--- src/design/pesf_pkg.sv ---
// Shared types and constants for the PES packet framer.
// No dependencies; every design module imports this package.
package pesf_pkg;

  localparam int MAX_PACKET_LIMIT_DEF = 262144;
  localparam int CFG_W                = 19;
  localparam int MIN_PACKET           = 7;
  localparam int APB_ADDR_W           = 3;
  localparam int APB_DATA_W           = 32;

  localparam logic [CFG_W-1:0] MAX_PKT_RESET = 19'd262144;

  // Register index taken from the word address.
  localparam logic REG_MAX_PACKET_BYTES = 1'b0;

  // Input action codes.
  localparam logic ACT_DATA  = 1'b0;
  localparam logic ACT_FLUSH = 1'b1;

  // Stream ids at or above this carry a usable length field.
  localparam logic [7:0] SID_BOUNDED_MIN = 8'hBC;

  typedef enum logic [3:0] {
    MODE_SEARCH  = 4'b0001,
    MODE_HEADER  = 4'b0010,
    MODE_BOUNDED = 4'b0100,
    MODE_SCAN    = 4'b1000
  } mode_t;

  typedef struct packed {
    logic [7:0] out_byte;
    logic       byte_kind;
    logic       first_of_packet;
    logic       last_of_packet;
    logic       status;
    logic       run_last;
  } res_t;

  typedef struct packed {
    logic push;
    logic take;
  } core_stat_t;

endpackage

--- src/design/pesf_if.sv ---
// Channel interfaces for the PES packet framer: byte input and result output.
// Plain valid/ready handshakes; no package dependency.
interface pesf_in_if;
  logic       valid;
  logic       ready;
  logic       action;
  logic [7:0] data_byte;

  modport source (output valid, output action, output data_byte, input ready);
  modport sink   (input valid, input action, input data_byte, output ready);
endinterface

interface pesf_out_if;
  logic       valid;
  logic       ready;
  logic [7:0] out_byte;
  logic       byte_kind;
  logic       first_of_packet;
  logic       last_of_packet;
  logic       status;
  logic       run_last;

  modport source (output valid, output out_byte, output byte_kind, output first_of_packet,
                  output last_of_packet, output status, output run_last, input ready);
  modport sink   (input valid, input out_byte, input byte_kind, input first_of_packet,
                  input last_of_packet, input status, input run_last, output ready);
endinterface

--- src/design/pes_packet_framer_top.sv ---
// Top level of the PES packet framer: register port, framing core, result buffer.
// Depends on pesf_pkg, pesf_if, pesf_cfg, pesf_core and pesf_out_buf.
//
// Usage: bytes enter on in_ch (action 0 = data byte, action 1 = end of input).
// Each byte is held in a three-byte look-behind window, so the result for a
// byte appears three data bytes after it arrived. A data byte that arrives
// while the window is full causes one result on out_ch; the first three bytes
// after reset or a flush cause none. An end-of-input request drains the window
// as up to three results, one per cycle while the output buffer has space, and
// ends any open packet. A request is registered in the input register when
// accepted, and its result is written from there into the output buffer, which
// drives out_ch. One data byte per cycle is taken while the output buffer has
// space, set by the single pass through the framing logic; a flush holds the
// input until it has drained the window.
// When the receiver stalls, a two-entry output buffer absorbs results; input
// ready drops once it is full, with no data lost. Reset (rst, synchronous)
// empties the window and the buffer, returns the framer to searching for a
// start code and sets max_packet_bytes to 262144.
module pes_packet_framer_top
  import pesf_pkg::*;
#(
  parameter int MAX_PACKET_LIMIT = MAX_PACKET_LIMIT_DEF
) (
  input  logic                  clk,
  input  logic                  rst,
  pesf_in_if.sink               in_ch,
  pesf_out_if.source            out_ch,
  input  logic                  psel,
  input  logic                  penable,
  input  logic                  pwrite,
  input  logic [APB_ADDR_W-1:0] paddr,
  input  logic [APB_DATA_W-1:0] pwdata,
  output logic [APB_DATA_W-1:0] prdata,
  output logic                  pready
);

  localparam int OFF_W = $clog2(MAX_PACKET_LIMIT);

  logic [OFF_W-1:0] lim_m1;
  logic             space;
  core_stat_t       stat;
  res_t             res;

  pesf_cfg #(
    .MAX_PACKET_LIMIT(MAX_PACKET_LIMIT)
  ) u_cfg (
    .clk     (clk),
    .rst     (rst),
    .psel    (psel),
    .penable (penable),
    .pwrite  (pwrite),
    .paddr   (paddr),
    .pwdata  (pwdata),
    .prdata  (prdata),
    .pready  (pready),
    .lim_m1  (lim_m1)
  );

  pesf_core #(
    .MAX_PACKET_LIMIT(MAX_PACKET_LIMIT)
  ) u_core (
    .clk    (clk),
    .rst    (rst),
    .in_ch  (in_ch),
    .lim_m1 (lim_m1),
    .space  (space),
    .stat   (stat),
    .res    (res)
  );

  pesf_out_buf u_out_buf (
    .clk    (clk),
    .rst    (rst),
    .stat   (stat),
    .res    (res),
    .space  (space),
    .out_ch (out_ch)
  );

`ifndef SYNTH
  // The core must never write a full buffer.
  assert property (@(posedge clk) disable iff (rst) stat.push |-> space)
    else $error("result written into a full output buffer");

  // The last result of a request always retires that request.
  assert property (@(posedge clk) disable iff (rst) (stat.push && res.run_last) |-> stat.take)
    else $error("request not retired with its last result");

  // Skipped bytes carry no packet markers.
  assert property (@(posedge clk) disable iff (rst)
    (stat.push && !res.byte_kind) |-> (!res.first_of_packet && !res.last_of_packet && !res.status))
    else $error("packet marker on a skipped byte");
`endif

endmodule

--- src/design/pesf_cfg.sv ---
// APB register for max_packet_bytes and the clamped packet limit derived from it.
// Depends on pesf_pkg.
module pesf_cfg
  import pesf_pkg::*;
#(
  parameter int MAX_PACKET_LIMIT = MAX_PACKET_LIMIT_DEF
) (
  input  logic                                  clk,
  input  logic                                  rst,
  input  logic                                  psel,
  input  logic                                  penable,
  input  logic                                  pwrite,
  input  logic [APB_ADDR_W-1:0]                 paddr,
  input  logic [APB_DATA_W-1:0]                 pwdata,
  output logic [APB_DATA_W-1:0]                 prdata,
  output logic                                  pready,
  output logic [$clog2(MAX_PACKET_LIMIT)-1:0]   lim_m1
);

  localparam int OFF_W = $clog2(MAX_PACKET_LIMIT);
  localparam int LIM_W = $clog2(MAX_PACKET_LIMIT + 1);
  localparam int CMP_W = (LIM_W > CFG_W) ? LIM_W : CFG_W;

  logic [CFG_W-1:0] max_packet_bytes;
  logic [CMP_W-1:0] cfg_ext;
  logic [CMP_W-1:0] lim;
  logic             reg_sel;

  assign pready  = 1'b1;
  assign reg_sel = (paddr[2] == REG_MAX_PACKET_BYTES);

  always_ff @(posedge clk) begin
    if (rst) begin
      max_packet_bytes <= MAX_PKT_RESET;
    end else if (psel && penable && pwrite && pready && reg_sel) begin
      max_packet_bytes <= pwdata[CFG_W-1:0];
    end
  end

  always_comb begin
    prdata = '0;
    if (reg_sel) begin
      prdata = APB_DATA_W'(max_packet_bytes);
    end
  end

  // Out-of-range settings are pulled into the legal range.
  always_comb begin
    cfg_ext = CMP_W'(max_packet_bytes);
    if (cfg_ext < CMP_W'(MIN_PACKET)) begin
      lim = CMP_W'(MIN_PACKET);
    end else if (cfg_ext > CMP_W'(MAX_PACKET_LIMIT)) begin
      lim = CMP_W'(MAX_PACKET_LIMIT);
    end else begin
      lim = cfg_ext;
    end
  end

  assign lim_m1 = OFF_W'(lim - CMP_W'(1));

endmodule

--- src/design/pesf_core.sv ---
// Input register, three-byte look-behind window and per-byte framing logic.
// Depends on pesf_pkg and pesf_in_if; produces one result request per cycle at most.
module pesf_core
  import pesf_pkg::*;
#(
  parameter int MAX_PACKET_LIMIT = MAX_PACKET_LIMIT_DEF
) (
  input  logic                                clk,
  input  logic                                rst,
  pesf_in_if.sink                             in_ch,
  input  logic [$clog2(MAX_PACKET_LIMIT)-1:0] lim_m1,
  input  logic                                space,
  output core_stat_t                          stat,
  output res_t                                res
);

  localparam int OFF_W = $clog2(MAX_PACKET_LIMIT);

  // Input register.
  logic       hold_valid;
  logic       hold_act;
  logic [7:0] hold_byte;

  // Framing state.
  logic [7:0]       w0, w1, w2;
  logic [7:0]       w0_next, w1_next, w2_next;
  logic [1:0]       fill, fill_next;
  logic [1:0]       idx, idx_next;
  mode_t            mode, mode_next;
  logic [OFF_W-1:0] off, off_next;
  logic [15:0]      dl, dl_next;

  // Per-byte classification.
  logic [7:0]       e_b;
  logic             e_start;
  logic             e_prefix;
  logic             e_final;
  logic             e_active;
  logic             e_first;
  logic             e_last;
  logic             e_over;
  mode_t            e_mode;
  mode_t            e_mode_out;
  logic [OFF_W-1:0] e_p;
  logic [OFF_W-1:0] e_off_out;
  logic [15:0]      e_dl;

  assign in_ch.ready = !hold_valid || stat.take;

  always_ff @(posedge clk) begin
    if (rst) begin
      hold_valid <= 1'b0;
    end else if (in_ch.ready) begin
      hold_valid <= in_ch.valid;
    end
  end

  always_ff @(posedge clk) begin
    if (in_ch.ready && in_ch.valid) begin
      hold_act  <= in_ch.action;
      hold_byte <= in_ch.data_byte;
    end
  end

  // Select the leaving byte and what lies ahead of it.
  always_comb begin
    e_start  = 1'b0;
    e_prefix = 1'b0;
    e_final  = 1'b0;
    if (hold_act == ACT_DATA) begin
      e_b      = w0;
      e_start  = (w0 == 8'h00) && (w1 == 8'h00) && (w2 == 8'h01);
      e_prefix = (w1 == 8'h00) && (w2 == 8'h00) && (hold_byte == 8'h01);
    end else begin
      case (idx)
        2'd0:    e_b = w0;
        2'd1:    e_b = w1;
        default: e_b = w2;
      endcase
      // On a flush too few bytes follow to hold a start code.
      e_final = (idx == (fill - 2'd1));
    end
  end

  always_comb begin
    e_mode   = mode;
    e_p      = off;
    e_first  = 1'b0;
    e_active = 1'b1;
    e_last   = 1'b0;
    e_over   = 1'b0;
    e_dl     = dl;
    if (mode == MODE_SEARCH) begin
      if (e_start) begin
        e_mode  = MODE_HEADER;
        e_p     = '0;
        e_first = 1'b1;
      end else begin
        e_active = 1'b0;
      end
    end
    if (e_mode == MODE_HEADER) begin
      if (e_p == OFF_W'(3)) begin
        if (e_b < SID_BOUNDED_MIN) begin
          e_mode = MODE_SCAN;
        end
      end else if (e_p == OFF_W'(4)) begin
        e_dl = {e_b, 8'h00};
      end else if (e_p >= OFF_W'(5)) begin
        e_dl   = {dl[15:8], e_b};
        e_mode = (e_dl != 16'h0000) ? MODE_BOUNDED : MODE_SCAN;
      end
    end
    if (e_mode == MODE_SCAN) begin
      // A start code that would end past the limit does not count.
      if (e_prefix && ({1'b0, e_p} + (OFF_W+1)'(3) <= {1'b0, lim_m1})) begin
        e_last = 1'b1;
      end else if (e_p >= lim_m1) begin
        e_last = 1'b1;
        e_over = 1'b1;
      end
    end else if (e_mode == MODE_BOUNDED) begin
      if ({1'b0, e_p} >= (OFF_W+1)'(e_dl) + (OFF_W+1)'(5)) begin
        e_last = 1'b1;
      end
    end
    if (e_final) begin
      e_last = 1'b1;
    end
    if (!e_active) begin
      e_last     = 1'b0;
      e_over     = 1'b0;
      e_dl       = dl;
      e_mode_out = mode;
      e_off_out  = off;
    end else if (e_last) begin
      e_mode_out = MODE_SEARCH;
      e_off_out  = '0;
    end else begin
      e_mode_out = e_mode;
      e_off_out  = e_p + OFF_W'(1);
    end
  end

  always_comb begin
    res.out_byte        = e_b;
    res.byte_kind       = e_active;
    res.first_of_packet = e_first;
    res.last_of_packet  = e_last;
    res.status          = e_over;
    res.run_last        = (hold_act == ACT_DATA) ? 1'b1 : e_final;
  end

  always_comb begin
    w0_next   = w0;
    w1_next   = w1;
    w2_next   = w2;
    fill_next = fill;
    idx_next  = idx;
    mode_next = mode;
    off_next  = off;
    dl_next   = dl;
    stat.push = 1'b0;
    stat.take = 1'b0;
    if (hold_valid) begin
      if (hold_act == ACT_DATA) begin
        if (fill != 2'd3) begin
          // Window still filling: no result yet.
          stat.take = 1'b1;
          fill_next = fill + 2'd1;
          case (fill)
            2'd0:    w0_next = hold_byte;
            2'd1:    w1_next = hold_byte;
            default: w2_next = hold_byte;
          endcase
        end else if (space) begin
          stat.push = 1'b1;
          stat.take = 1'b1;
          mode_next = e_mode_out;
          off_next  = e_off_out;
          dl_next   = e_dl;
          w0_next   = w1;
          w1_next   = w2;
          w2_next   = hold_byte;
        end
      end else begin
        if (fill == 2'd0) begin
          stat.take = 1'b1;
          mode_next = MODE_SEARCH;
          off_next  = '0;
        end else if (space) begin
          stat.push = 1'b1;
          dl_next   = e_dl;
          if (e_final) begin
            stat.take = 1'b1;
            fill_next = 2'd0;
            idx_next  = 2'd0;
            mode_next = MODE_SEARCH;
            off_next  = '0;
          end else begin
            idx_next  = idx + 2'd1;
            mode_next = e_mode_out;
            off_next  = e_off_out;
          end
        end
      end
    end
  end

  always_ff @(posedge clk) begin
    if (rst) begin
      fill <= 2'd0;
      idx  <= 2'd0;
      mode <= MODE_SEARCH;
      off  <= '0;
      dl   <= 16'h0000;
    end else begin
      fill <= fill_next;
      idx  <= idx_next;
      mode <= mode_next;
      off  <= off_next;
      dl   <= dl_next;
    end
  end

  always_ff @(posedge clk) begin
    w0 <= w0_next;
    w1 <= w1_next;
    w2 <= w2_next;
  end

endmodule

--- src/design/pesf_out_buf.sv ---
// Two-entry result buffer between the framing logic and the output channel.
// Depends on pesf_pkg and pesf_out_if; space is registered so input ready never
// waits on the output receiver.
module pesf_out_buf
  import pesf_pkg::*;
(
  input  logic       clk,
  input  logic       rst,
  input  core_stat_t stat,
  input  res_t       res,
  output logic       space,
  pesf_out_if.source out_ch
);

  res_t       mem [2];
  logic       wr_ptr;
  logic       rd_ptr;
  logic [1:0] count;
  logic       pop;
  res_t       head;

  assign space = (count != 2'd2);
  assign pop   = (count != 2'd0) && out_ch.ready;
  assign head  = mem[rd_ptr];

  always_ff @(posedge clk) begin
    if (rst) begin
      wr_ptr <= 1'b0;
      rd_ptr <= 1'b0;
      count  <= 2'd0;
    end else begin
      if (stat.push) begin
        wr_ptr <= !wr_ptr;
      end
      if (pop) begin
        rd_ptr <= !rd_ptr;
      end
      case ({stat.push, pop})
        2'b10:   count <= count + 2'd1;
        2'b01:   count <= count - 2'd1;
        default: count <= count;
      endcase
    end
  end

  always_ff @(posedge clk) begin
    if (stat.push) begin
      mem[wr_ptr] <= res;
    end
  end

  assign out_ch.valid           = (count != 2'd0);
  assign out_ch.out_byte        = head.out_byte;
  assign out_ch.byte_kind       = head.byte_kind;
  assign out_ch.first_of_packet = head.first_of_packet;
  assign out_ch.last_of_packet  = head.last_of_packet;
  assign out_ch.status          = head.status;
  assign out_ch.run_last        = head.run_last;

endmodule
--- src/flat_wrapper.sv ---
// flat-port wrapper written by rule: the top's interface ports become plain ports
module pes_packet_framer_top_flat import pesf_pkg::*;
#(
  parameter int MAX_PACKET_LIMIT = MAX_PACKET_LIMIT_DEF
)
  (clk, rst, psel, penable, pwrite, paddr, pwdata, prdata, pready, in_ch_valid, in_ch_action, in_ch_data_byte, in_ch_ready, out_ch_valid, out_ch_out_byte, out_ch_byte_kind, out_ch_first_of_packet, out_ch_last_of_packet, out_ch_status, out_ch_run_last, out_ch_ready);
  pesf_in_if in_ch_i ();
  pesf_out_if out_ch_i ();
  input  logic clk;
  input  logic rst;
  input  logic psel;
  input  logic penable;
  input  logic pwrite;
  input  logic [APB_ADDR_W-1:0] paddr;
  input  logic [APB_DATA_W-1:0] pwdata;
  output logic [APB_DATA_W-1:0] prdata;
  output logic pready;
  input wire logic [$bits(in_ch_i.valid)-1:0] in_ch_valid;
  input wire logic [$bits(in_ch_i.action)-1:0] in_ch_action;
  input wire logic [$bits(in_ch_i.data_byte)-1:0] in_ch_data_byte;
  output wire logic [$bits(in_ch_i.ready)-1:0] in_ch_ready;
  output wire logic [$bits(out_ch_i.valid)-1:0] out_ch_valid;
  output wire logic [$bits(out_ch_i.out_byte)-1:0] out_ch_out_byte;
  output wire logic [$bits(out_ch_i.byte_kind)-1:0] out_ch_byte_kind;
  output wire logic [$bits(out_ch_i.first_of_packet)-1:0] out_ch_first_of_packet;
  output wire logic [$bits(out_ch_i.last_of_packet)-1:0] out_ch_last_of_packet;
  output wire logic [$bits(out_ch_i.status)-1:0] out_ch_status;
  output wire logic [$bits(out_ch_i.run_last)-1:0] out_ch_run_last;
  input wire logic [$bits(out_ch_i.ready)-1:0] out_ch_ready;
  assign in_ch_i.valid = in_ch_valid;
  assign in_ch_i.action = in_ch_action;
  assign in_ch_i.data_byte = in_ch_data_byte;
  assign in_ch_ready = in_ch_i.ready;
  assign out_ch_valid = out_ch_i.valid;
  assign out_ch_out_byte = out_ch_i.out_byte;
  assign out_ch_byte_kind = out_ch_i.byte_kind;
  assign out_ch_first_of_packet = out_ch_i.first_of_packet;
  assign out_ch_last_of_packet = out_ch_i.last_of_packet;
  assign out_ch_status = out_ch_i.status;
  assign out_ch_run_last = out_ch_i.run_last;
  assign out_ch_i.ready = out_ch_ready;
  pes_packet_framer_top #(.MAX_PACKET_LIMIT(MAX_PACKET_LIMIT)) u_core (.clk(clk), .rst(rst), .in_ch(in_ch_i), .out_ch(out_ch_i), .psel(psel), .penable(penable), .pwrite(pwrite), .paddr(paddr), .pwdata(pwdata), .prdata(prdata), .pready(pready));
endmodule
--- config.mk ---
export PLATFORM = sky130hd
export DESIGN_NAME = pes_packet_framer_top_flat
export DESIGN_NICKNAME = d
export VERILOG_FILES = /design/src/design/pesf_pkg.sv /design/src/design/pesf_if.sv /design/src/design/pes_packet_framer_top.sv /design/src/design/pesf_cfg.sv /design/src/design/pesf_core.sv /design/src/design/pesf_out_buf.sv /design/src/flat_wrapper.sv
export SDC_FILE = /design/constraint.sdc
export NUM_CORES = 1
export LEC_CHECK = 0
export BUFFER_PORTS_ARGS = -buffer_cell sky130_fd_sc_hd__buf_2
export CAP_MARGIN = 20
export CORE_ASPECT_RATIO = 1.5
export CORE_MARGIN = 10
export CORE_UTILIZATION = 60
export CTS_CLUSTER_DIAMETER = 100
export DETAILED_ROUTE_END_ITERATION = 7
export GPL_ROUTABILITY_DRIVEN = 0
export PLACE_DENSITY_LB_ADDON = 0.08
export SETUP_SLACK_MARGIN = 0.2
export SLEW_MARGIN = 20
export SYNTH_ARGS = -nofsm -noshare
export SYNTH_HDL_FRONTEND = slang
export SYNTH_SLANG_ARGS = --single-unit
--- constraint.sdc ---
create_clock -name clk -period 16.9 [get_ports clk]
set_clock_uncertainty 0.15 [all_clocks]
set_input_delay 3.38 -clock clk [delete_from_list [all_inputs] [get_ports clk]]
set_output_delay 3.38 -clock clk [all_outputs]
set_load 0.02 [all_outputs]
Word level (Yosys, flattened, before mapping):

Memories as Yosys holds them, arrays and structs flattened. A register that Yosys moved wholly into a read port is not among the register bits.
Cells that the tools add are included.

* bits in registers: 99
* input port bits: 51
* memories kept: 1
* output and inout bits: 48
* bits in writable memories: 26

Memories
* u_core.u_out_buf.mem: depth 2, bits a word 13, rd ports 1, clocked after memory_dff 1, write ports 1, RTL line pesf_out_buf.sv:15 `res_t mem [2];`

* reductions and logical operators: 34
* mux-type cells: 86
* bitwise gates (word level): 3
* add/subtract/negate cells: 9
* eq/ne operators: 22
* order comparisons: 7

Operators with widths (count)
* $mux 18: 12
* $mux 16: 8
* $mux 8: 11
* $mux 4: 16
* $mux 1: 26
* $logic_not 8->1: 3
* $mux 2: 10
* $reduce_and 4->1: 5
* $add 18x2->19 const B: 1
* $gt 19x19->1 const B: 1
* $le 19x18->1: 1
* $lt 19x3->1 const B: 1
* $mux 19: 1
* $add 18x1->18 const B: 1
* $eq 18x2->1 const B: 1
* $eq 18x3->1 const B: 1
* $ge 18x17->1: 1
* $ge 18x18->1: 1
* $ge 18x3->1 const B: 1
* $sub 18x1->18 const B: 1
* $add 16x3->17 const B: 1
* $eq 8x1->1 const B: 2
* $pmux 8 s2: 1
* $reduce_bool 16->1: 1
* other kinds (22): 53

Logic depth before layout (Yosys ltp):

Gate-level depths: netlist of run 1.

* word-level depth: 23
* depth in mapped cells: 36
* mapped depth without buffers: 28

Modules after synthesis:

A second synthesis of run 1 with hierarchy kept.

* cells, all modules: 1084
* area total of the unflattened synthesis: 9022.4 um^2

By module, submodules not included
* pesf_core: cells an instance 794, seq. area each 1851.8 um^2, times used 1, area an instance 6309.8 um^2
* pesf_cfg: cells an instance 227, seq. area each 380.4 um^2, times used 1, area an instance 1566.5 um^2
* pesf_out_buf: cells an instance 63, seq. area each 880.8 um^2, times used 1, area an instance 1146.1 um^2

Worst setup path before layout of run 1:

No wires, ideal clock.

* path kind: in2out
* start: in paddr[2]
* end: out prdata[10]
* data arrival time: 4103 ps
* stages on the path: 3
* slack: 9267 ps
* path buffers: 2
* cell sequence: clkbuf_1 > clkbuf_1 > nor2b_1

* longest elaborated chain between the ends: 1

RTL lines
* from (decl): RTL line flat_wrapper.sv:14 `input logic [APB_ADDR_W-1:0] paddr;`
* $mux 19: RTL line pesf_cfg.sv:42 `if (reg_sel) begin`
* to (decl): RTL line flat_wrapper.sv:16 `output logic [APB_DATA_W-1:0] prdata;`

No other way between the ends.

Worst setup path after layout of run 1:

* start: reg u_core.u_core.hold_act
* end: reg u_core.u_core.off[14]

* longest elaborated chain between the ends: 20
* elaborated cells on any way between the ends: 52
* classes of those cells: add/sub: 3; order compare: 5; eq/ne: 6; mux: 34; reduce/logical: 4

RTL lines
* from (decl): RTL line pesf_core.sv:21 `logic hold_act;`
* from (signal assigned): RTL line pesf_core.sv:60 `hold_act <= in_ch.action;`
* $mux 1: RTL line pesf_core.sv:70 `if (hold_act == ACT_DATA) begin`
* $mux 18: RTL line pesf_core.sv:94 `if (e_start) begin`
* $mux 18: RTL line pesf_core.sv:93 `if (mode == MODE_SEARCH) begin`
* $ge 18x3->1: RTL line pesf_core.sv:109 `end else if (e_p >= OFF_W'(5)) begin`
* $mux 8: RTL line pesf_core.sv:109
* $mux 16: RTL line pesf_core.sv:107 `end else if (e_p == OFF_W'(4)) begin`
* $mux 16: RTL line pesf_core.sv:103 `if (e_p == OFF_W'(3)) begin`
* $mux 16: RTL line pesf_core.sv:102 `if (e_mode == MODE_HEADER) begin`
* (+4 left out)
* $mux 1: RTL line pesf_core.sv:114 `if (e_mode == MODE_SCAN) begin`
* $mux 1: RTL line pesf_core.sv:127 `if (e_final) begin`
* $mux 18: RTL line pesf_core.sv:136 `end else if (e_last) begin`
* $mux 18: RTL line pesf_core.sv:130 `if (!e_active) begin`
* $mux 18: RTL line pesf_core.sv:194 `if (e_final) begin`
* $mux 18: RTL line pesf_core.sv:191 `end else if (space) begin`
* $mux 18: RTL line pesf_core.sv:187 `if (fill == 2'd0) begin`
* $mux 18: RTL line pesf_core.sv:166 `if (hold_act == ACT_DATA) begin`
* to (signal assigned): RTL line pesf_core.sv:221 `off <= off_next;`
* to (decl): RTL line pesf_core.sv:30 `logic [OFF_W-1:0] off, off_next;`

Several ways; a longest one is shown, not always the timed one. The select of a mux whose other input is x is not followed.
A chain may end at the register's enable or synchronous reset.

==> impl_summary.md, run 1 <==
GRT
Global routing used 4.84% of the available met3 tracks. Entering global routing, the biggest net connects 65 pins. The global-route met2 utilization is a little over two fifths. The number of global-route vias before repair was 7753. Global routing finished with a remaining overflow of 0. The global routing met1 resource utilization is between 20% and 30%. The first-pass GRT wire length is ~38000 um.

The number of antenna violations at the first check in global routing is 0. The total global-route track usage is a little under a quarter. The most heavily used metal layer in global routing is met2.

Cells and area
The final design instance area without fill is ~0.0096 sq mm. The fraction of final layout cells with drive strength greater than 1 is between 10% and 20%. The number of fill cells in the layout is 1216. The net count of the finished layout is between 1000 and 1500.

0 antenna diodes ended up in the layout. Relative to the synthesized area, the layout overhead comes to 11.5%.

Floorplan
The die covers 0.0196 sq mm. The number of top-level pins is 99. Row generation in the floorplan step produced between 50 and 60 rows. In this run the standard cell core region covers 0.0141 sq mm. Once the floorplan was initialized, standard cells occupied between 60% and 70% of the core. The x dimension of the die is around 120 um. The die is between 150 and 200 um tall.

Yosys
For this run, the register share of the synthesized area comes to around 36%. In this run the mean area of a mapped cell was about 8.6 sq um. The most area-hungry cell type in the Yosys netlist is sky130_fd_sc_hd__edfxtp_1. In the synthesized netlist, the cells that appear most often are sky130_fd_sc_hd__nand2_1 (142), sky130_fd_sc_hd__nor2_1 (98), sky130_fd_sc_hd__dfxtp_1 (67). After synthesis, the cell types taking the most area are sky130_fd_sc_hd__edfxtp_1 (21%), sky130_fd_sc_hd__dfxtp_1 (16%), sky130_fd_sc_hd__ha_1 (9.5%). The yosys synthesis warning count is 0.

The leading register cell type out of synthesis is sky130_fd_sc_hd__dfxtp_1. In this run, synthesis inferred 59 flip-flops with an integrated enable. The cell area after technology mapping is approximately 0.0086 sq mm.

The fraction of post-synthesis cell area in the top cell type by area is just over 20%. The proportion of synthesized flip-flops having asynchronous set or reset is 0%. After synthesis the netlist holds a flip-flop and latch count of between 100 and 150. The unique cell type count in the Yosys netlist is between 70 and 80. The most common cell in the synthesized netlist is sky130_fd_sc_hd__nand2_1.

The gate count of the mapped netlist is 1006.

Clock network
TritonCTS built the clock tree. The number of buffers between clock root and the deepest sink is 2. Clock latency on the worst-skew pair, taken at its later pin, is roughly 430 ps. Clock tree synthesis inserted a total of 17 buffers. The root buffer cell chosen for the clock tree is sky130_fd_sc_hd__clkbuf_16. The post-CTS setup buffer count is 0. The sink count of the clock tree is ~130. The cts-stage hold buffer count is 0.

The H-tree was split into 4 levels. Once the clock tree was built, the resizer swapped 0 gates to a different size. After clock tree synthesis, the clock-pin slew on the worst setup and hold paths is 60 ps.

Hold path
The worst min-delay path category is reg2reg.

Critical path
In this run the register-to-register setup slack is approximately 8300 ps. STA puts the critical path data arrival time at 8730 ps. Along the worst path, the maximum fanout reaches 26. The endpoint of the most critical setup path is u_core.u_core.off[14]$_SDFFE_PP0P_. Counting cells, the worst reg-to-reg path comes to 27. STA classifies the critical path endpoint as a register.

For the worst setup path, the data required time is between 15000 and 20000 ps. The critical setup path kind is reg2reg. STA classifies the critical path startpoint as a register. The critical path starts at u_core.u_core.hold_act$_DFFE_PP_.

The worst register-to-register path ends at u_core.u_core.off[14]$_SDFFE_PP0P_. The reg-to-reg critical path startpoint is u_core.u_core.hold_act$_DFFE_PP_.

Power
In this run the power spent charging and discharging nets is 0.211 mW. The internal power component is approximately 0.56 mW. The leakage component of the power is 3.91 nW. The share of total power dissipated in the clock network is 47.6%. Of the total power, combinational logic draws roughly a tenth. Dividing total power by cell area gives a power density of 80.7 mW/mm^2. The worst ir drop on vdd is between 100 and 150 uV. Net switching is 27.3% of the power.

Sequential cells burn between 40 and 50% of the power.

Place
Buffers placed on the I/O ports in this run total 69. The minimum setup slack after placement is around 8500 ps. The post-placement cell area is approximately 0.009 sq mm. The half-perimeter wire length after detailed placement is about 18000 um.

STA
The remaining max-slew budget at the tightest pin is between 30 and 40%. The number of hold violations in the final report came to 0. Of the available clock period, the critical path in the final layout requires 50.6%.

The number of pins with negative max-slew slack in the final report is 0. The maximum operating frequency is between 100 and 150 MHz. The worst path in the final design needs a cycle of ~8600 ps, including I/O delays and setup. Setup total negative slack on the finished layout was measured at 0 ps.

Setup repair after global routing left no endpoint under its margin. At the pin with the least slew margin, the transition time is 999 ps. The worst hold-check slack is approximately 330 ps. Setup slack closes at 8350 ps. Setup violations remaining at the end of the flow were counted as 0.

Routing
The average routed wire per standard cell is ~19 um. Before antenna repair, the detailed router went through 5 iterations. The number of DRC violations after detailed routing is 0. The post-detailed-route count of antenna-violating nets is 0. The count of routing violations after the opening detailed-route iteration is around 500. The total wirelength of the detailed-routed design is 23400 um. After detailed routing, the number of vias per cell comes to about 6. The via total after detailed routing is 7547.

Run
The max capacitance violation total is 0.

Status
The flow ran to the end, and the final reports show no timing, DRC or antenna violations.
==> cells in the final DEF, fill, tap and decap left out, types with 5 or more instances in the layout <==
master                      instances
sky130_fd_sc_hd__and3_1            10
sky130_fd_sc_hd__o31ai_1            5
sky130_fd_sc_hd__clkbuf_16         17
sky130_fd_sc_hd__a211o_1            5
sky130_fd_sc_hd__a22oi_1            8
sky130_fd_sc_hd__dfxtp_1           67
sky130_fd_sc_hd__or3_1              6
sky130_fd_sc_hd__a21o_1            14
sky130_fd_sc_hd__a211oi_1          21
sky130_fd_sc_hd__nand2_1          142
sky130_fd_sc_hd__nor4_1            22
sky130_fd_sc_hd__ha_1              65
sky130_fd_sc_hd__a31oi_1           11
sky130_fd_sc_hd__buf_2             69
sky130_fd_sc_hd__nand3_1           27
sky130_fd_sc_hd__xor2_1            12
sky130_fd_sc_hd__inv_1             33
sky130_fd_sc_hd__nor3_1            21
sky130_fd_sc_hd__and4bb_2           6
sky130_fd_sc_hd__inv_6              7
sky130_fd_sc_hd__nand2b_1          20
sky130_fd_sc_hd__nor2_1            95
sky130_fd_sc_hd__nor4b_1            5
sky130_fd_sc_hd__conb_1            14
sky130_fd_sc_hd__and2_1            22
sky130_fd_sc_hd__nand4_1           20
sky130_fd_sc_hd__a21oi_1           54
sky130_fd_sc_hd__mux2i_1            9
sky130_fd_sc_hd__edfxtp_1          59
sky130_fd_sc_hd__nor2b_1           21
sky130_fd_sc_hd__nand3b_1           8
sky130_fd_sc_hd__buf_4              9
sky130_fd_sc_hd__xnor2_1           33
sky130_fd_sc_hd__mux2_2            14
sky130_fd_sc_hd__o21ai_0           31
==> logic make-up (layout without fill, tap and decap cells) <==
kind of cell	after synthesis	after routing	share of synthesized area (%)
AND/OR/NAND/NOR	444	444	25.7
AO/OA/AOI/OAI	202	202	15.9
flip-flops	126	126	36.2
buffers and inverters	99	145	5.22
adder cells (fa/ha/maj)	65	65	9.45
XOR/XNOR	45	45	4.58
multiplexers	23	23	2.88
other	2	14	0.0873
==> worst min path at each step <==
stage / from / end / slack, ps / cells after the start
floorplan: u_core.u_core.hold_byte[7]$_DFFE_PP_ / u_core.u_core.w2[7]$_DFFE_PP_ / 290 / 0
global placement: u_core.u_cfg.cfg_ext[12]$_SDFFE_PP0P_ / u_core.u_cfg.cfg_ext[12]$_SDFFE_PP0P_ / 310 / 2
detailed placement: u_core.u_cfg.cfg_ext[12]$_SDFFE_PP0P_ / u_core.u_cfg.cfg_ext[12]$_SDFFE_PP0P_ / 330 / 2
CTS: u_core.u_cfg.cfg_ext[12]$_SDFFE_PP0P_ / u_core.u_cfg.cfg_ext[12]$_SDFFE_PP0P_ / 330 / 2
global route: u_core.u_cfg.cfg_ext[12]$_SDFFE_PP0P_ / u_core.u_cfg.cfg_ext[12]$_SDFFE_PP0P_ / 360 / 2
finish: u_core.u_cfg.cfg_ext[12]$_SDFFE_PP0P_ / u_core.u_cfg.cfg_ext[12]$_SDFFE_PP0P_ / 330 / 2
==> final cells by class <==
type                       count  area, sq um  share of cell area, %
sequential                   126         3110                   32.5
timing repair buffer          78          413                   4.31
clock inverter                15          166                   1.74
clock buffer                  17          425                   4.44
tap                          192          240                   2.51
inverter                      35          131                   1.37
multi-input combinational    793         5100                   53.2
==> worst max-delay path, stage by stage, from the launching register on <==
cell,delay (ps)
sky130_fd_sc_hd__edfxtp_1,660
sky130_fd_sc_hd__nor4_1,440
sky130_fd_sc_hd__nand4_1,210
sky130_fd_sc_hd__or4_1,970
sky130_fd_sc_hd__nand2_1,450
sky130_fd_sc_hd__inv_1,150
sky130_fd_sc_hd__ha_1,200
sky130_fd_sc_hd__nor2b_1,170
sky130_fd_sc_hd__o31a_1,260
sky130_fd_sc_hd__o21ai_1,520
sky130_fd_sc_hd__a22oi_1,310
sky130_fd_sc_hd__inv_1,120
sky130_fd_sc_hd__ha_1,180
sky130_fd_sc_hd__inv_1,60
sky130_fd_sc_hd__a2111oi_0,490
sky130_fd_sc_hd__and3b_1,370
sky130_fd_sc_hd__nand3_1,130
sky130_fd_sc_hd__xnor2_1,160
sky130_fd_sc_hd__mux2i_1,100
sky130_fd_sc_hd__ha_1,300
sky130_fd_sc_hd__nand4_1,120
sky130_fd_sc_hd__a2111oi_0,70
sky130_fd_sc_hd__a221o_1,350
sky130_fd_sc_hd__nor3_1,190
sky130_fd_sc_hd__a211o_1,130
sky130_fd_sc_hd__o22a_2,430
sky130_fd_sc_hd__nand3_1,360
sky130_fd_sc_hd__o311ai_1,370
==> power by group through the flow <==
stage	Sequential (mW)	Clock, mW	Combinational (mW)
floorplan	0.335	0	0.0555
CTS	0.333	0.373	0.0724
global placement	0.339	0	0.0707
global route	0.334	0.384	0.0804
finish	0.333	0.369	0.0726
detailed placement	0.339	0	0.0719
==> stage by stage <==
stage | utilization [%] | power [mW] | std cells
after global placement | 63.9 | 0.410 | 1224
after CTS | 68.1 | 0.778 | 1256
after global routing | 68.2 | 0.799 | 1256
after detailed placement | 63.9 | 0.411 | 1224
final | 68.2 | 0.774 | 1256
after floorplan | - | 0.391 | 1018
==> flip-flops by register name, indices dropped and copies added (netlist names), 4 cells and up, named ones only <==
name and cells:
u_core.u_core.w2 8, u_core.u_core.hold_byte 8, u_core.u_cfg.cfg_ext 19, u_core.u_out_buf.mem 26, u_core.u_core.off 18, u_core.u_core.w1 8, u_core.u_core.mode 4, u_core.u_core.w0 8
u_core.u_core.dl 16
==> per-layer routing <==
metal	vias to the layer above	wire (um)
met5	-	0
met4	0	1900
met3	97	1150
met2	238	12000
met1	3499	8330
li1	3713	-
Note: power is estimated with default switching activity, not from simulation.
==> run 2: changes to the inputs <==
--- a/config.mk
+++ b/config.mk
@@ -9,7 +9,7 @@
 export CAP_MARGIN = 20
 export CORE_ASPECT_RATIO = 1.5
 export CORE_MARGIN = 10
-export CORE_UTILIZATION = 60
+export CORE_UTILIZATION = 54
 export CTS_CLUSTER_DIAMETER = 100
 export DETAILED_ROUTE_END_ITERATION = 7
 export GPL_ROUTABILITY_DRIVEN = 0
==> constraint.sdc (replaced) <==
create_clock -name clk -period 7.6 [get_ports clk]
set_clock_uncertainty 0.15 [all_clocks]
set_input_delay 1.52 -clock clk [delete_from_list [all_inputs] [get_ports clk]]
set_output_delay 1.52 -clock clk [all_outputs]
set_load 0.02 [all_outputs]
==> run 2 against run 1 <==
  * Design area grew 0.90%
  * Count of clock-buffer cells in the layout grew 1
  * Maximum frequency grew 23%
  * Worst hold slack gained 21 ps
  * Critical path depth shrank 1
  * Core utilization shrank 6.3 points
  * Sequential share of layout area shrank 0.29 points
  * Non-clock buffer count grew 4
  * Register-to-register slack lost 7700 ps
  * Total power grew 120%
==> impl_summary.md, run 2 (synthesized netlist as in run 1, its figures left out) <==
STA
Setup repair after global routing left no endpoint under its margin. The final worst-path cycle share is 91.3% (+41 points). The worst hold-check slack is 351 ps (+21.2 ps). The remaining max-slew budget at the tightest pin is 24.5% (-9.0 points). The number of failing setup endpoints in the final timing report came to 0 (unchanged). The transition time at the pin with the least slew margin was 1130 ps (+130 ps).

The number of hold violations in the final report is 0 (unchanged). The number of pins with negative max-slew slack in the final report came to 0 (unchanged). The accumulated negative setup slack was 0 ps (unchanged).

The clock period minus final worst setup slack is 6940 ps (-1610 ps). The slack of the critical path is 659 ps (-7690 ps). The maximum operating frequency was 144 MHz (+23%).

Clock network
The sink count of the clock tree is 126 (unchanged). The root buffer cell is sky130_fd_sc_hd__clkbuf_16. TritonCTS built the clock tree. The number of buffers between clock root and the deepest sink is 2 (unchanged). The total CTS buffers came to 17 (unchanged).

The worst-skew pair later-pin latency was 440 ps (about the same). The deepest level of the CTS H-tree was 4 (unchanged). The clock slew at the register clock pins of the worst setup and hold paths is 60 ps (about the same).

Routing
The first-pass detailed-route iteration total is 6 (+1). The number of vias per cell after detailed routing is 5.94 (-1.1%). The total wirelength of the detailed-routed design is 23600 um (+1.2%). The average routed wire per standard cell was 18.6 um (about the same).

The count of routing violations after the opening detailed-route iteration is 615 (+23%). The via total after detailed routing came to 7556 (+0.12%). The post-detailed-route count of antenna-violating nets was 0 (unchanged).

The number of DRC violations after detailed routing is 0 (unchanged).

Critical path
The critical path's slowest cell is sky130_fd_sc_hd__or4_1. The critical setup path kind is reg2reg. The data required time of the worst path is 7640 ps (-9440 ps).

The delay of the slowest cell on the worst path is 610 ps (-360 ps). The worst setup path is launched from a register. The highest fanout seen on the critical path is 25 (-3.8%).

STA classifies the critical path endpoint as a register. The worst-case register-to-register setup slack was 660 ps (-7690 ps). The critical path arrival is 6980 ps (-1750 ps).

Place
The number of buffer cells added on primary ports came to 69 (unchanged). The minimum setup slack after placement is 303 ps (-8240 ps). The half-perimeter wire length after detailed placement was 18300 um (+3.2%). The post-placement cell area came to 0.00903 sq mm (+0.49%).

Cells and area
The flip-flop count of the largest register, all copies and words added is 26 (unchanged). The area growth from synthesis to layout is 12.5%. The library cell used most frequently in the layout, excluding fill and tap cells, is sky130_fd_sc_hd__nand2_1. The count of antenna diodes in the layout is 0 (unchanged).

The post-layout utilization of the core is 61.9% (-6.3 points). The fraction of final layout cells with drive strength greater than 1 is 14.4% (+0.60 points). The register with the most flip-flops in the final layout is u_core.u_out_buf.mem. The number of nets at the end of the flow came to 1171 (+0.34%). The final design instance area without fill is 0.00967 sq mm (+0.90%). The top cell types in the final layout, fill and taps aside, are sky130_fd_sc_hd__nand2_1 (142), sky130_fd_sc_hd__nor2_1 (96), sky130_fd_sc_hd__buf_2 (69).

Power
The leakage component of the power is 3.94 nW (+0.74%). The internal power component is 1.27 mW (+130%). The net switching power of the design came to 0.468 mW (+120%). The switching power share of the total came to 26.9% (-0.38 points). The sequential power share is 42.5% (-0.5 points). The combinational share of power is 9.2% (-0.2 points). The clock power share was 48.3% (+0.7 points). The worst ir drop on vdd came to 198 uV (+61%). The cell area power density came to 180 mW/mm^2 (+120%).

Floorplan
The placement row count came to 56 (+5.7%). The effective utilization at floorplan is 55.1% (-6.1 points). The core outline area came to 0.0156 sq mm (+11%). The vertical die dimension is 175 um (+4.8%). The x dimension of the die is 123 um (+4.5%). The number of top-level pins was 99 (unchanged).

The area of the die was 0.0215 sq mm (+9.5%).

GRT
The number of global-route vias before repair is 7394 (-4.6%). The total global-route track usage is 22.3% (-1.6 points). The total global routing overflow is 0 (unchanged). The maximum number of pins on one net before global-route repair is 65 (unchanged). The first-pass GRT wire length is 38000 um (-1.3%). The number of antenna violations at the first check in global routing is 0 (unchanged).

Status
The run finished with clean final reports.

Run
The max capacitance violation total was 0 (unchanged).

Hold path
The tightest min-delay check is of the reg2reg type.
[run 2: per-stage QoR]
stage	total power [mW]	std cells
4_1_cts	1.75	1271
6_report	1.74	1271
3_3_place_gp	0.911	1239
5_1_grt	1.80	1271
3_5_place_dp	0.914	1239
2_1_floorplan	0.869	1018
[run 2: per-layer routing]
metal  share of wire, %  up-vias  track usage, %
li1                   -     3722               -
met1                 37     3558            22.4
met2                 55      225            42.2
met3                4.6       51            3.71
met4                4.0        0            11.1
met5                  0        -               0
[run 2: timing repair]
item / CTS / global route
endpoints found under the setup margin: 0 / 23
gates resized for setup: 0 / 8
setup buffers: 0 / 0
hold buffers: 0 / 0
[run 2: final timing paths]
kind                                             start                                    to  cells past startpoint
setup / recovery         u_core.u_core.w2[6]$_DFFE_PP_  u_core.u_out_buf.mem[0][2]$_DFFE_PP_                     26
hold / removal    u_core.u_core.hold_byte[7]$_DFFE_PP_         u_core.u_core.w2[7]$_DFFE_PP_                      0
setup reg to reg         u_core.u_core.w2[6]$_DFFE_PP_  u_core.u_out_buf.mem[0][2]$_DFFE_PP_                     26
hold reg to reg   u_core.u_core.hold_byte[7]$_DFFE_PP_         u_core.u_core.w2[7]$_DFFE_PP_                      0
[run 2: cell type report]
cell class              count  area [sq um]
clock buffers              18           450
clock inverters            14           164
fillers                  1426          5950
inverters                  35           131
multi-input cells         793          5120
flip-flops and latches    126          3110
well taps                 203           254
repair buffers             82           443
[run 2: power groups by stage]
stage / combinational [mW] / sequential (mW) / clock, mW
floorplan: 0.123 / 0.746 / 0
global route: 0.178 / 0.741 / 0.878
finish: 0.160 / 0.739 / 0.839
CTS: 0.161 / 0.739 / 0.851
global placement: 0.158 / 0.754 / 0
detailed placement: 0.160 / 0.754 / 0
[run 2: critical path, delay by kind of cell, from the launching register on]
kind	cells	cell delay, ps
adder cells (fa/ha/maj)	3	710
flip-flops	1	430
XOR/XNOR	1	140
buffers and inverters	4	530
AND/OR/NAND/NOR	8	1930
AO/OA/AOI/OAI	9	2700
multiplexers	1	90
